### config.mk
export PLATFORM = sky130hd
export DESIGN_NAME = vna_front
export DESIGN_NICKNAME = d
export VERILOG_FILES = /design/src/hdl/vertex_normal_accumulator_macros.svh /design/src/hdl/vna_pkg.sv /design/src/hdl/vna_front.sv
export SDC_FILE = /design/constraint.sdc
export NUM_CORES = 1
export LEC_CHECK = 0
export BUFFER_PORTS_ARGS = -buffer_cell sky130_fd_sc_hd__buf_2
export CAP_MARGIN = 20
export CORE_ASPECT_RATIO = 0.9
export CORE_MARGIN = 5
export CORE_UTILIZATION = 48
export DETAILED_ROUTE_END_ITERATION = 10
export HOLD_SLACK_MARGIN = 0.08
export PLACE_DENSITY = 0.84
export REMOVE_ABC_BUFFERS = 1
export SLEW_MARGIN = 20
export SYNTH_ARGS = -nofsm -noshare
export SYNTH_HDL_FRONTEND = slang
export SYNTH_SLANG_ARGS = --single-unit
### constraint.sdc
create_clock -name clock -period 2.9 [get_ports clock]
set_input_delay 0.145 -clock clock [delete_from_list [all_inputs] [get_ports clock]]
set_output_delay 0.145 -clock clock [all_outputs]
set_load 0.005 [all_outputs]
### src/hdl/vertex_normal_accumulator_macros.svh
// ----------------------------------------------------------------------------
// Vertex normal accumulator assertion macros
// Concurrent assertion wrappers; define ASSERT_OFF to compile them out.
// ----------------------------------------------------------------------------
`ifndef VERTEX_NORMAL_ACCUMULATOR_MACROS_SVH
`define VERTEX_NORMAL_ACCUMULATOR_MACROS_SVH
`ifndef ASSERT_OFF
`define VNA_ASSERT(label, clk, rst, prop, msg) \
   label: assert property (@(posedge clk) disable iff (rst) prop) else $error(msg);
`define VNA_ASSERT_NEXT(label, clk, rst, cond, prop, msg) \
   label: assert property (@(posedge clk) disable iff (rst) (cond) |=> (prop)) else $error(msg);
`else
`define VNA_ASSERT(label, clk, rst, prop, msg)
`define VNA_ASSERT_NEXT(label, clk, rst, cond, prop, msg)
`endif
`endif

### src/hdl/vna_pkg.sv
// ----------------------------------------------------------------------------
// Vertex normal accumulator package
// Widths, request and status codes, and the structs shared between modules.
// ----------------------------------------------------------------------------
`timescale 1ns / 1ps
`default_nettype none
package vna_pkg;

   localparam int MAX_VERTICES = 1024;
   localparam int IDX_W        = 10;
   localparam int CNT_W        = 11;
   localparam int POS_W        = 16;
   localparam int NRM_W        = 16;
   localparam int DIF_W        = POS_W + 1;
   localparam int PRD_W        = 2 * DIF_W;
   localparam int FACE_W       = PRD_W + 1;
   localparam int SUM_W        = FACE_W + 1;
   localparam int MAG_W        = SUM_W;
   localparam int MAG_NB       = 30;           // normalized magnitude bits
   localparam int SQ_W         = 2 * MAG_NB;
   localparam int LEN_W        = SQ_W + 2;
   localparam int V_W          = LEN_W + 1;
   localparam int ROOT_W       = 32;
   localparam int DIV_SHIFT    = 15;
   localparam int REM_W        = 48;
   localparam int Q_W          = 16;

   localparam logic [1:0] STAT_OK    = 2'd0;
   localparam logic [1:0] STAT_RANGE = 2'd1;
   localparam logic [1:0] STAT_DEGEN = 2'd2;

   typedef enum logic [1:0] {
      REQ_WRITE_POS = 2'd0,
      REQ_CLEAR     = 2'd1,
      REQ_TRIANGLE  = 2'd2,
      REQ_READ      = 2'd3
   } req_kind_type;

   typedef struct packed {
      req_kind_type     kind;
      logic             bad;
      logic [IDX_W-1:0] a;
      logic [IDX_W-1:0] b;
      logic [IDX_W-1:0] c;
      logic [POS_W-1:0] px;
      logic [POS_W-1:0] py;
      logic [POS_W-1:0] pz;
   } cmd_type;

   typedef struct packed {
      logic [NRM_W-1:0] nx;
      logic [NRM_W-1:0] ny;
      logic [NRM_W-1:0] nz;
      logic [1:0]       status;
   } res_type;

   typedef struct packed {
      logic             start;
      logic [SUM_W-1:0] sx;
      logic [SUM_W-1:0] sy;
      logic [SUM_W-1:0] sz;
   } nrm_req_type;

   typedef struct packed {
      logic             done;
      logic             degen;
      logic [NRM_W-1:0] nx;
      logic [NRM_W-1:0] ny;
      logic [NRM_W-1:0] nz;
   } nrm_rsp_type;

endpackage
`default_nettype wire

### src/hdl/vna_front.sv
// ----------------------------------------------------------------------------
// Vertex normal accumulator front end
// Holds the vertex count, range checks requests and queues them (two deep).
// ----------------------------------------------------------------------------
`timescale 1ns / 1ps
`default_nettype none
module vna_front (
   input  wire logic                        clock,
   input  wire logic                        reset,
   input  wire logic                        csr_we,
   input  wire logic [vna_pkg::CNT_W-1:0]   csr_wdata,
   input  wire logic                        push,
   input  wire logic [1:0]                  req_type,
   input  wire logic [vna_pkg::IDX_W-1:0]   req_vertex_a,
   input  wire logic [vna_pkg::IDX_W-1:0]   req_vertex_b,
   input  wire logic [vna_pkg::IDX_W-1:0]   req_vertex_c,
   input  wire logic [vna_pkg::POS_W-1:0]   req_pos_x,
   input  wire logic [vna_pkg::POS_W-1:0]   req_pos_y,
   input  wire logic [vna_pkg::POS_W-1:0]   req_pos_z,
   output logic                             full,
   output logic                             cmd_valid,
   output vna_pkg::cmd_type                 cmd,
   input  wire logic                        cmd_pop
);
   import vna_pkg::*;

   logic [CNT_W-1:0] vcount_ff, vcount_in;
   cmd_type          q_ff [2];
   logic             wr_ptr_ff, wr_ptr_in;
   logic             rd_ptr_ff, rd_ptr_in;
   logic [1:0]       cnt_ff, cnt_in;
   cmd_type          cmd_new;

   function automatic logic idx_ok(input logic [IDX_W-1:0] idx,
                                   input logic [CNT_W-1:0] lim);
      return ({1'b0, idx} < lim) && ({1'b0, idx} < CNT_W'(MAX_VERTICES));
   endfunction

   always_comb begin
      cmd_new.kind = req_kind_type'(req_type);
      cmd_new.a    = req_vertex_a;
      cmd_new.b    = req_vertex_b;
      cmd_new.c    = req_vertex_c;
      cmd_new.px   = req_pos_x;
      cmd_new.py   = req_pos_y;
      cmd_new.pz   = req_pos_z;
      case (cmd_new.kind)
         REQ_CLEAR: begin
            cmd_new.bad = 1'b0;
         end
         REQ_TRIANGLE: begin
            cmd_new.bad = !(idx_ok(req_vertex_a, vcount_ff) &&
                            idx_ok(req_vertex_b, vcount_ff) &&
                            idx_ok(req_vertex_c, vcount_ff));
         end
         default: begin
            cmd_new.bad = !idx_ok(req_vertex_a, vcount_ff);
         end
      endcase
   end

   always_comb begin
      vcount_in = csr_we ? csr_wdata : vcount_ff;
      wr_ptr_in = wr_ptr_ff ^ push;
      rd_ptr_in = rd_ptr_ff ^ cmd_pop;
      case ({push, cmd_pop})
         2'b10:   cnt_in = cnt_ff + 2'd1;
         2'b01:   cnt_in = cnt_ff - 2'd1;
         default: cnt_in = cnt_ff;
      endcase
   end

   assign full      = (cnt_ff == 2'd2);
   assign cmd_valid = (cnt_ff != 2'd0);
   assign cmd       = q_ff[rd_ptr_ff];

   always_ff @(posedge clock) begin
      if (push) begin
         q_ff[wr_ptr_ff] <= cmd_new;
      end
      if (reset) begin
         vcount_ff <= CNT_W'(MAX_VERTICES);
         wr_ptr_ff <= 1'b0;
         rd_ptr_ff <= 1'b0;
         cnt_ff    <= 2'd0;
      end else begin
         vcount_ff <= vcount_in;
         wr_ptr_ff <= wr_ptr_in;
         rd_ptr_ff <= rd_ptr_in;
         cnt_ff    <= cnt_in;
      end
   end

endmodule
`default_nettype wire

==> results by group, run 1 <==
Pwr
  – Internal: 4.76 mW
  – Clock Power Share: 38.5%
  – Sequential fraction of design power: 49.0%
  – Logic pwr share: 12.4%
  – PD cells: 624 nW/um^2
  – Sw frac: 23.0%
  – Leakage power: 3.91 nW
  – Switch Pwr: 1.42 mW
  – Final Power: 6.18 mW
  – Maximum vdd drop: 0.514 mV

Route
  – Routed WL per cell: 18.9 um
  – Metal-1 WL: 6570 um
  – Final WL: 16,900 um
  – Routed wl met3: 1290 um
  – Highest Signal Layer: met4
  – Drt pass-1 iters: 4
  – 1st-iter DRT viols: 160
  – Drt via density: 5.02
  – Drc violations: 0
  – Via count: 4,501
  – Metal2 WL: 8720 um
  – Antenna-violating nets left: 0

STA
  – Hold_ws: 0.214 ns
  – Final hold vios: 0
  – Post-route setup TNS: 0 ns
  – Max-slew headroom: 52.8%
  – Period minus WS final: 2.25 ns
  – Slew Limit Fails: 0
  – Setup ws final: 0.655 ns
  – Max Freq: 0.445 GHz
  – Setup violators final: 0
  – Slew of the pin with the lowest slew margin: 0.708 ns
  – Tcrit/Tclk final: 77.4%
  – RSZ-0062 raised after global routing: no
  – Clock skew: 0.00661 ns

Finish
  – Antenna cells: 0
  – Fin area: 9900 sq um
  – Post-layout util: 68.0%
  – Cell Count, Final, Fillers Out: 897
  – Nets: 813
  – Area grow syn2layout: 40.1%
  – Share of layout cells above drive strength 1: 38.2%
  – FILL cells: 956

Setup path
  – CP top delay family: flip-flops
  – WP data arrival: 2.10 ns
  – Crit-path cells: buf_4, mux2_1, buf_2
  – CP max FO: 43
  – CP Class: reg2out
  – Worst r2r src: vcount_ff[9]$_SDFFE_PP0P_
  – Critical path origin: rd_ptr_ff$_SDFF_PP0_
  – CP Launch Type: register
  – CP peak stage delay: 0.77 ns
  – Crit path max-delay cell type: dfxtp_4
  – Buffers & Inverters on Critical Path: 2
  – Worst Path Required: 2.76 ns
  – Critical Path Sink Type: output port

Synthesis
  – Asr flop ratio synth: 0%
  – Most frequent cell after synthesis: edfxtp_1
  – Cell count after synthesis: 391
  – Cell area after synthesis: 7070 sq um
  – Top cells by count, synth: edfxtp_1, mux2_2, mux2_1, ha_1
  – Top cells by area, synth: edfxtp_1, mux2_2, mux2_1, ha_1, dfxtp_1
  – Sequential area share after synthesis: 73.0%
  – Post-synth EDFFs: 162
  – Ys Warns: 0
  – Synth Area per Inst: 18.1 sq um
  – Top cell type's share of synthesized area: 68.8%
  – Prevailing post-synth register cell: edfxtp_1
  – Cell accounting for the most synthesized area: edfxtp_1
  – Synth unique cells: 34
  – Seq cells post-synth: 177

Die
  – Die Wd: 138 um
  – Num rows: 42
  – Top-Level Pins: 179
  – Initial Util: 48.6%
  – Die Y: 125 um
  – DIE AREA: 17,300 sq um
  – Core ar.: 14,600 sq um

Placed design
  – Final estimated routing congestion in global placement: 0.814
  – Pre-CTS setup slack: 1.09 ns
  – Area post-placement: 8250 sq um
  – Port bufs: 178
  – Placed cells: 761
  – DPL Wire Length: 10,300 um

Clock network
  – Clock transition at path regs: 0.07 ns
  – CTS root buf: clkbuf_16
  – Max clock buf depth: 2
  – Clk_lat worst skew: 0.42 ns
  – Num CTS Buffers: 17
  – CTS H-tree depth: 4
  – TritonCTS clock tree: yes
  – Clock Sinks: 177

Worst hold path
  – HP Class: in2reg
  – Hold_sp: csr_we

GRT
  – Initial antenna violation count: 0
  – Gr usage total: 19.9%
  – Overflow left after global routing: 0
  – First-pass GRT wire length: 26,000 um
  – Number of global-route vias before repair: 4,940
  – Largest net degree at the start of global routing: 46

Job
  – Max-cap violation count: 0

Outcome
  – Status: complete, no violations
## metal layers
layer | GRT usage [%] | up-vias
li1 | - | 2105
met1 | 22.6 | 2190
met2 | 35.3 | 175
met3 | 6.35 | 31
met4 | 6.80 | 0
met5 | 0 | -
## power by group through the flow
stage / Clock, mW / Combinational (mW) / Sequential, mW
floorplan: 0 / 0.322 / 3.08
global placement: 0 / 0.623 / 3.07
detailed placement: 0 / 0.643 / 3.08
CTS: 2.41 / 0.763 / 3.03
global route: 2.54 / 0.846 / 3.04
finish: 2.38 / 0.769 / 3.03
## final cells by class
| class | count | area, sq um | share of cell area (%) |
|---|---|---|---|
| Multi-Input combinational cell | 190 | 1830 | 18.5 |
| Tap cell | 198 | 248 | 2.50 |
| Timing Repair Buffer | 287 | 1990 | 20.1 |
| Clock inverter | 14 | 188 | 1.89 |
| Sequential cell | 177 | 5170 | 52.2 |
| Clock buffer | 18 | 429 | 4.33 |
| Inverter | 13 | 48.8 | 0.493 |
## flip-flops by register name, summed over array words and instances, names as in the netlist
name / flops
q_ff: 162
vcount_ff: 11
wr_ptr_ff: 1
rd_ptr_ff: 1
cnt_ff: 2
## repair_timing
action,CTS,global route
hold endpoints to repair,174,0
hold buffers,104,0
buffers inserted,0,0
gates resized for setup,0,0
## layout by cell type (no fill, tap or decap), types with 14 or more instances in the layout
cell	synthesis	final
a21oi_1	14	14
buf_2	10	178
clkbuf_16	0	17
dfxtp_1	15	14
dlygate4sd3_1	0	104
edfxtp_1	162	162
ha_1	31	29
mux2_1	35	35
mux2_2	46	46
nor2_1	15	15
## worst reg2reg max path, stage by stage, from the launching register on
cell and delay, ns:
dfxtp_1 0.34, inv_1 0.08, ha_1 0.31, a211oi_1 0.23, a31oi_1 0.11, o41ai_1 0.35, a21oi_1 0.12
## cells by family after synthesis
group | Yosys count | share of synthesized area, %
AOI/OAI and AO/OA | 28 | 2.50
DFF | 177 | 73.0
buffers and inverters | 24 | 1.45
xor gates and xnor gates | 3 | 0.372
adders and majority gates | 31 | 5.49
and+or+nand+nor | 37 | 2.83
muxes | 91 | 14.3
## final timing paths
path / endpoint / slack (ns) / depth (start not counted)
worst max-delay path: cmd[8] / 0.65 / 3
worst max register to register: q_ff[1][78]$_DFFE_PP_ / 1.11 / 6
worst min-delay path: vcount_ff[10]$_SDFFE_PP1P_ / 0.21 / 3
worst min register to register: cnt_ff[1]$_SDFFE_PP0P_ / 0.53 / 2
Note: power is estimated with default switching activity, not from simulation.
==> inputs of run 2 (changes only) <==
- CORE_UTILIZATION: 48 -> 53
- PLACE_DENSITY: 0.84 -> 0.88
- clock period: 2.9 -> 2.2 ns (I/O delays scaled with it)
==> results by group, run 2 (synthesized netlist as in run 1, its figures left out) <==
Outcome
  – Status: complete, no violations

Die
  – Core ar.: 13,200 sq um (-9.2%)
  – Num rows: 40 (-4.8%)
  – Die Wd: 132 um (-4.5%)
  – Die Y: 120 um (-4.4%)
  – Initial Util: 53.5% (+4.9 points)
  – DIE AREA: 15,800 sq um (-8.7%)
  – Top-Level Pins: 179 (unchanged)

Finish
  – Cell Count, Final, Fillers Out: 868 (-3.2%)
  – Max reg flops: 162 (unchanged)
  – Share of layout cells above drive strength 1: 37.9% (-0.34 points)
  – Nets: 816 (+0.37%)
  – Commonest non-fill, non-tap cell in the layout: buf_2
  – Top reg by flops: q_ff
  – Antenna cells: 0 (unchanged)
  – Area grow syn2layout: 39.5%
  – Multi-input gate area: 1830 sq um (unchanged)
  – FILL cells: 777 (-19%)
  – Reg area: 5170 sq um (unchanged)
  – Top flop regs: q_ff x162, vcount_ff x11, cnt_ff x2
  – Post-layout util: 74.7% (+6.6 points)
  – Most frequent cells in the layout: buf_2, edfxtp_1, dlygate4sd3_1

Setup path
  – WP data arrival: 1.95 ns (-0.15 ns)
  – Critical Path Sink Type: output port
  – Worst Path Required: 2.09 ns (-0.67 ns)
  – CP Class: reg2out
  – Worst Reg-to-Reg Cells: 6 (unchanged)
  – CP Launch Type: register
  – R2R setup slack: 0.25 ns (-0.86 ns)
  – Capture point of the critical path: cmd[52]
  – Critical path origin: rd_ptr_ff$_SDFF_PP0_
  – CP max FO: 28 (-35%)
  – Worst r2r src: vcount_ff[9]$_SDFFE_PP0P_
  – R2R Path End: q_ff[0][78]$_DFFE_PP_

Route
  – 1st-iter DRT viols: 275 (+72%)
  – Final WL: 16,600 um (-1.7%)
  – Routed WL per cell: 19.2 um (+1.6%)
  – Drc violations: 0 (unchanged)
  – Drt via density: 5.18 (+3.2%)
  – Antenna-violating nets left: 0 (unchanged)
  – Via count: 4,494 (-0.16%)
  – Drt pass-1 iters: 4 (unchanged)

GRT
  – Grt met2 use: 37.8% (+2.5 points)
  – Gr busiest metal: met2
  – Met1 Use GR: 25.8% (+3.2 points)
  – Number of global-route vias before repair: 4,922 (-0.36%)
  – Largest net degree at the start of global routing: 38 (-17%)
  – First-pass GRT wire length: 26,400 um (+1.8%)
  – Gr usage total: 21.7% (+1.8 points)
  – Met3 usage: 6.71% (+0.36 points)
  – Initial antenna violation count: 1 (+1)
  – Overflow left after global routing: 0 (unchanged)

Pwr
  – PD cells: 802 nW/um^2 (+28%)
  – Final Power: 7.91 mW (+28%)
  – Maximum vdd drop: 0.658 mV (+28%)
  – Leakage power: 3.90 nW (-0.10%)

STA
  – Post-route setup TNS: 0 ns (unchanged)
  – Tcrit/Tclk final: 93.7%
  – Max-slew headroom: 68.9% (+16 points)
  – Slew Limit Fails: 0 (unchanged)
  – Clock skew: 0.00873 ns (+0.00212 ns)
  – RSZ-0062 raised after global routing: no
  – Max Freq: 0.485 GHz
  – Slew of the pin with the lowest slew margin: 0.467 ns (-0.241 ns)
  – Setup violators final: 0 (unchanged)
  – Period minus WS final: 2.06 ns
  – Final hold vios: 0 (unchanged)

Clock network
  – Clock transition at path regs: 0.06 ns (about the same)
  – Clock Sinks: 177 (unchanged)
  – CTS H-tree depth: 4 (unchanged)
  – Gates resized, CTS repair: 0 (unchanged)
  – Clk_lat worst skew: 0.42 ns (about the same)
  – Num CTS Buffers: 17 (unchanged)
  – TritonCTS clock tree: yes
  – Postcts setup bufs: 0 (unchanged)
  – # hold bufs at CTS: 105 (+0.96%)
  – CTS root buf: clkbuf_16
  – Max clock buf depth: 2 (unchanged)

Worst hold path
  – HP Class: in2reg

Placed design
  – Final estimated routing congestion in global placement: 0.789 (-3.2%)
  – Port bufs: 178 (unchanged)
  – DPL Wire Length: 10,300 um (+0.13%)
  – Placed cells: 733 (-3.7%)

Job
  – Max-cap violation count: 0 (unchanged)
run 2: metrics by stage:
step           worst slack (ns)  area, sq um  hold WS (ns)
2_1_floorplan            -0.523         7020         0.177
3_3_place_gp              0.406         8250         0.298
3_5_place_dp              0.338         8250         0.302
4_1_cts                   0.124         9870         0.173
5_1_grt                  0.0640         9870         0.225
6_report                  0.139         9870         0.199
run 2: worst min-delay path by stage:
stage	slack, ns	end	from	depth (start not counted)
floorplan	0.18	wr_ptr_ff$_SDFF_PP0_	reset	1
global placement	0.30	q_ff[0][41]$_DFFE_PP_	req_pos_x[9]	1
detailed placement	0.30	q_ff[0][32]$_DFFE_PP_	req_pos_x[0]	1
CTS	0.17	vcount_ff[10]$_SDFFE_PP1P_	csr_we	3
global route	0.23	vcount_ff[10]$_SDFFE_PP1P_	csr_we	2
finish	0.20	vcount_ff[10]$_SDFFE_PP1P_	csr_we	3
run 2: cell type report:
type | count | share of cell area (%)
Clock inverter | 11 | 1.34
Timing Repair Buffer | 290 | 20.7
Multi-Input combinational cell | 190 | 18.5
Sequential cell | 177 | 52.4
Inverter | 13 | 0.495
Clock buffer | 19 | 4.39
Tap cell | 168 | 2.13
run 2: worst max-delay path, cell delays in order, from the launching register on:
cell and delay (ns):
dfxtp_4 0.60, buf_4 0.37, mux2_2 0.40, buf_2 0.14
run 2: power breakdown:
part           internal, mW  switching, mW  total [mW]
clock network          1.67           1.21        2.88
registers              3.90         0.0786        3.98
logic                 0.560          0.487        1.05
total                  6.13           1.78        7.91
run 2: routing by layer:
| layer | vias up | wire, um |
|---|---|---|
| met4 | 2 | 233 |
| met3 | 18 | 1010 |
| met5 | - | 11 |
| met1 | 2198 | 6720 |
| met2 | 171 | 8660 |
| li1 | 2105 | - |
==> inputs of run 3 (changes only) <==
- ABC_AREA: unset -> 1
- CAP_MARGIN: 20 -> unset
==> results by group, run 3 <==
Worst hold path
  – HP Class: in2reg

GRT
  – Largest net degree at the start of global routing: 37 (-2.6%)
  – Number of global-route vias before repair: 5,269 (+7.0%)
  – Overflow left after global routing: 0 (unchanged)
  – First-pass GRT wire length: 27,200 um (+3.1%)
  – Initial antenna violation count: 0 (-1)
  – Gr usage total: 22.2% (+0.51 points)

Route
  – Drt via density: 5.27 (+1.8%)
  – 1st-iter DRT viols: 302 (+9.8%)
  – Drc violations: 0 (unchanged)
  – Routed WL per cell: 18.9 um (-1.2%)
  – Drt pass-1 iters: 4 (unchanged)
  – Final WL: 17,300 um (+3.7%)
  – Antenna-violating nets left: 0 (unchanged)
  – Via count: 4,803 (+6.9%)

Die
  – Top-Level Pins: 179 (unchanged)
  – DIE AREA: 16,000 sq um (+1.4%)
  – Core ar.: 13,300 sq um (+0.76%)
  – Die Y: 120 um (+0.70%)
  – Initial Util: 53.9% (+0.42 points)
  – Die Wd: 133 um (+0.71%)
  – Num rows: 40 (unchanged)

Setup path
  – CP peak stage delay: 0.58 ns (-0.02 ns)
  – CP max FO: 36 (+29%)
  – CP Launch Type: register
  – R2R setup slack: 0.51 ns (+0.26 ns)
  – Worst Path Required: 2.09 ns (about the same)
  – Capture point of the critical path: cmd[2]
  – R2R Path End: rd_ptr_ff$_SDFF_PP0_
  – Worst r2r src: rd_ptr_ff$_SDFF_PP0_
  – CP Class: reg2out
  – WP data arrival: 1.83 ns (-0.12 ns)
  – Crit path max-delay cell type: dfxtp_4
  – Critical Path Sink Type: output port
  – Crit-path cells: buf_12, mux2_2, buf_2
  – Critical path origin: rd_ptr_ff$_SDFF_PP0_
  – Worst Reg-to-Reg Cells: 4 (-2)

Clock network
  – Gates resized, CTS repair: 0 (unchanged)
  – Clk_lat worst skew: 0.43 ns (about the same)
  – Max clock buf depth: 2 (unchanged)
  – Clock transition at path regs: 0.06 ns (about the same)
  – CTS root buf: clkbuf_16
  – TritonCTS clock tree: yes
  – Num CTS Buffers: 17 (unchanged)
  – Postcts setup bufs: 0 (unchanged)
  – # hold bufs at CTS: 98 (-6.7%)
  – Clock Sinks: 177 (unchanged)
  – CTS H-tree depth: 4 (unchanged)

Placed design
  – Port bufs: 178 (unchanged)
  – Final estimated routing congestion in global placement: 0.796 (+0.90%)
  – DPL Wire Length: 10,500 um (+1.6%)

Synthesis
  – Seq cells post-synth: 177 (unchanged)
  – Top cells by count, synth: edfxtp_1, mux2_2, nand2_1, ha_1, inv_1
  – Cell area after synthesis: 7180 sq um (+1.5%)
  – Prevailing post-synth register cell: edfxtp_1
  – Top cell type's share of synthesized area: 67.8% (-1.0 points)
  – Cell count after synthesis: 442 (+13%)
  – Post-synth EDFFs: 162 (unchanged)
  – Ys Warns: 0 (unchanged)
  – Top cells by area, synth: edfxtp_1, mux2_2, ha_1, dfxtp_1, nand2_1
  – Synth unique cells: 19 (-44%)
  – Synth Area per Inst: 16.2 sq um (-10%)
  – Sequential area share after synthesis: 71.9% (-1.1 points)
  – Cell accounting for the most synthesized area: edfxtp_1
  – Asr flop ratio synth: 0% (unchanged)
  – Most frequent cell after synthesis: edfxtp_1

Pwr
  – Leakage power: 3.94 nW (+0.95%)
  – Maximum vdd drop: 0.716 mV (+8.8%)
  – Final Power: 7.74 mW (-2.2%)
  – PD cells: 788 nW/um^2 (-1.8%)

STA
  – Setup violators final: 0 (unchanged)
  – Slew Limit Fails: 0 (unchanged)
  – Tcrit/Tclk final: 88.0% (-5.7 points)
  – Slew of the pin with the lowest slew margin: 0.474 ns (+0.00763 ns)
  – Period minus WS final: 1.94 ns (-0.126 ns)
  – Max-slew headroom: 68.4% (-0.51 points)
  – Hold_ws: 0.165 ns (-0.0332 ns)
  – Max Freq: 0.517 GHz (+6.5%)
  – Clock skew: 0.00788 ns (-0.000854 ns)
  – Final hold vios: 0 (unchanged)
  – RSZ-0062 raised after global routing: no

Outcome
  – Status: complete, no violations

Finish
  – Antenna cells: 0 (unchanged)
  – Max reg flops: 162 (unchanged)
  – Top flop regs: q_ff x162, vcount_ff x11, cnt_ff x2
  – Top reg by flops: q_ff
  – FILL cells: 782 (+0.64%)
  – Most frequent cells in the layout: buf_2, edfxtp_1, dlygate4sd3_1
  – Area grow syn2layout: 36.8%
  – Nets: 859 (+5.3%)
  – Share of layout cells above drive strength 1: 40.8% (+2.9 points)
  – Commonest non-fill, non-tap cell in the layout: buf_2

Job
  – Max-cap violation count: 0 (unchanged)
-- run 3: final cells by class --
class,instances,area (sq um),area share (%)
sequential,177,5170,52.6
timing repair buffer,282,1990,20.3
multi-input combinational,222,1810,18.5
clock buffer,18,429,4.37
tap,168,210,2.14
inverter,32,120,1.22
clock inverter,12,90.1,0.917
-- run 3: worst min path at each step --
stage,cells after the start,from,slack [ns],to
2_1_floorplan,1,reset,0.18,wr_ptr_ff$_SDFF_PP0_
3_5_place_dp,1,req_pos_z[10],0.30,q_ff[1][10]$_DFFE_PP_
4_1_cts,3,csr_we,0.12,vcount_ff[1]$_SDFFE_PP0P_
6_report,3,csr_we,0.17,vcount_ff[9]$_SDFFE_PP0P_
3_3_place_gp,1,req_pos_z[13],0.30,q_ff[0][13]$_DFFE_PP_
5_1_grt,3,csr_we,0.18,vcount_ff[9]$_SDFFE_PP0P_
-- run 3: stage by stage --
stage | util, % | instances | TNS, ns | cell area, sq um | worst slack [ns]
final | 73.8 | 911 | 0 | 9820 | 0.264
after floorplan | - | 431 | -117.99 | 7070 | -0.523
after global placement | 62.5 | 783 | 0 | 8320 | 0.661
after detailed placement | 62.5 | 783 | 0 | 8320 | 0.608
after global routing | 73.8 | 911 | 0 | 9820 | 0.196
after CTS | 73.8 | 911 | 0 | 9820 | 0.257
-- run 3: kinds of logic (layout without fill, tap and decap cells) --
family,Yosys count,in the layout,synth area share (%)
flip-flops,177,177,71.9
multiplexers,81,81,12.7
AND/OR/NAND/NOR,69,69,3.76
buffers and inverters,43,344,3.15
AO/OA/AOI/OAI,40,40,2.91
adder cells (fa/ha/maj),31,31,5.40
XOR/XNOR,1,1,0.122
-- run 3: routing by layer --
metal	wire (um)	share of wire, %	up-vias	GRT usage, %
met5	0	0	-	0
met4	268	1.6	0	7.47
met3	1180	6.8	27	6.70
met2	8900	52	208	39.4
met1	6900	40	2359	25.9
li1	-	-	2209	-
-- run 3: worst max-delay path: cells and delay by family (launching register included) --
| family | cells | cell delay, ns |
|---|---|---|
| buffers and inverters | 2 | 0.41 |
| DFF | 1 | 0.58 |
| muxes | 1 | 0.38 |
-- run 3: power by group --
group	internal (mW)	switching (mW)	total (mW)
registers	3.90	0.0730	3.97
logic	0.569	0.520	1.09
clock network	1.44	1.24	2.67
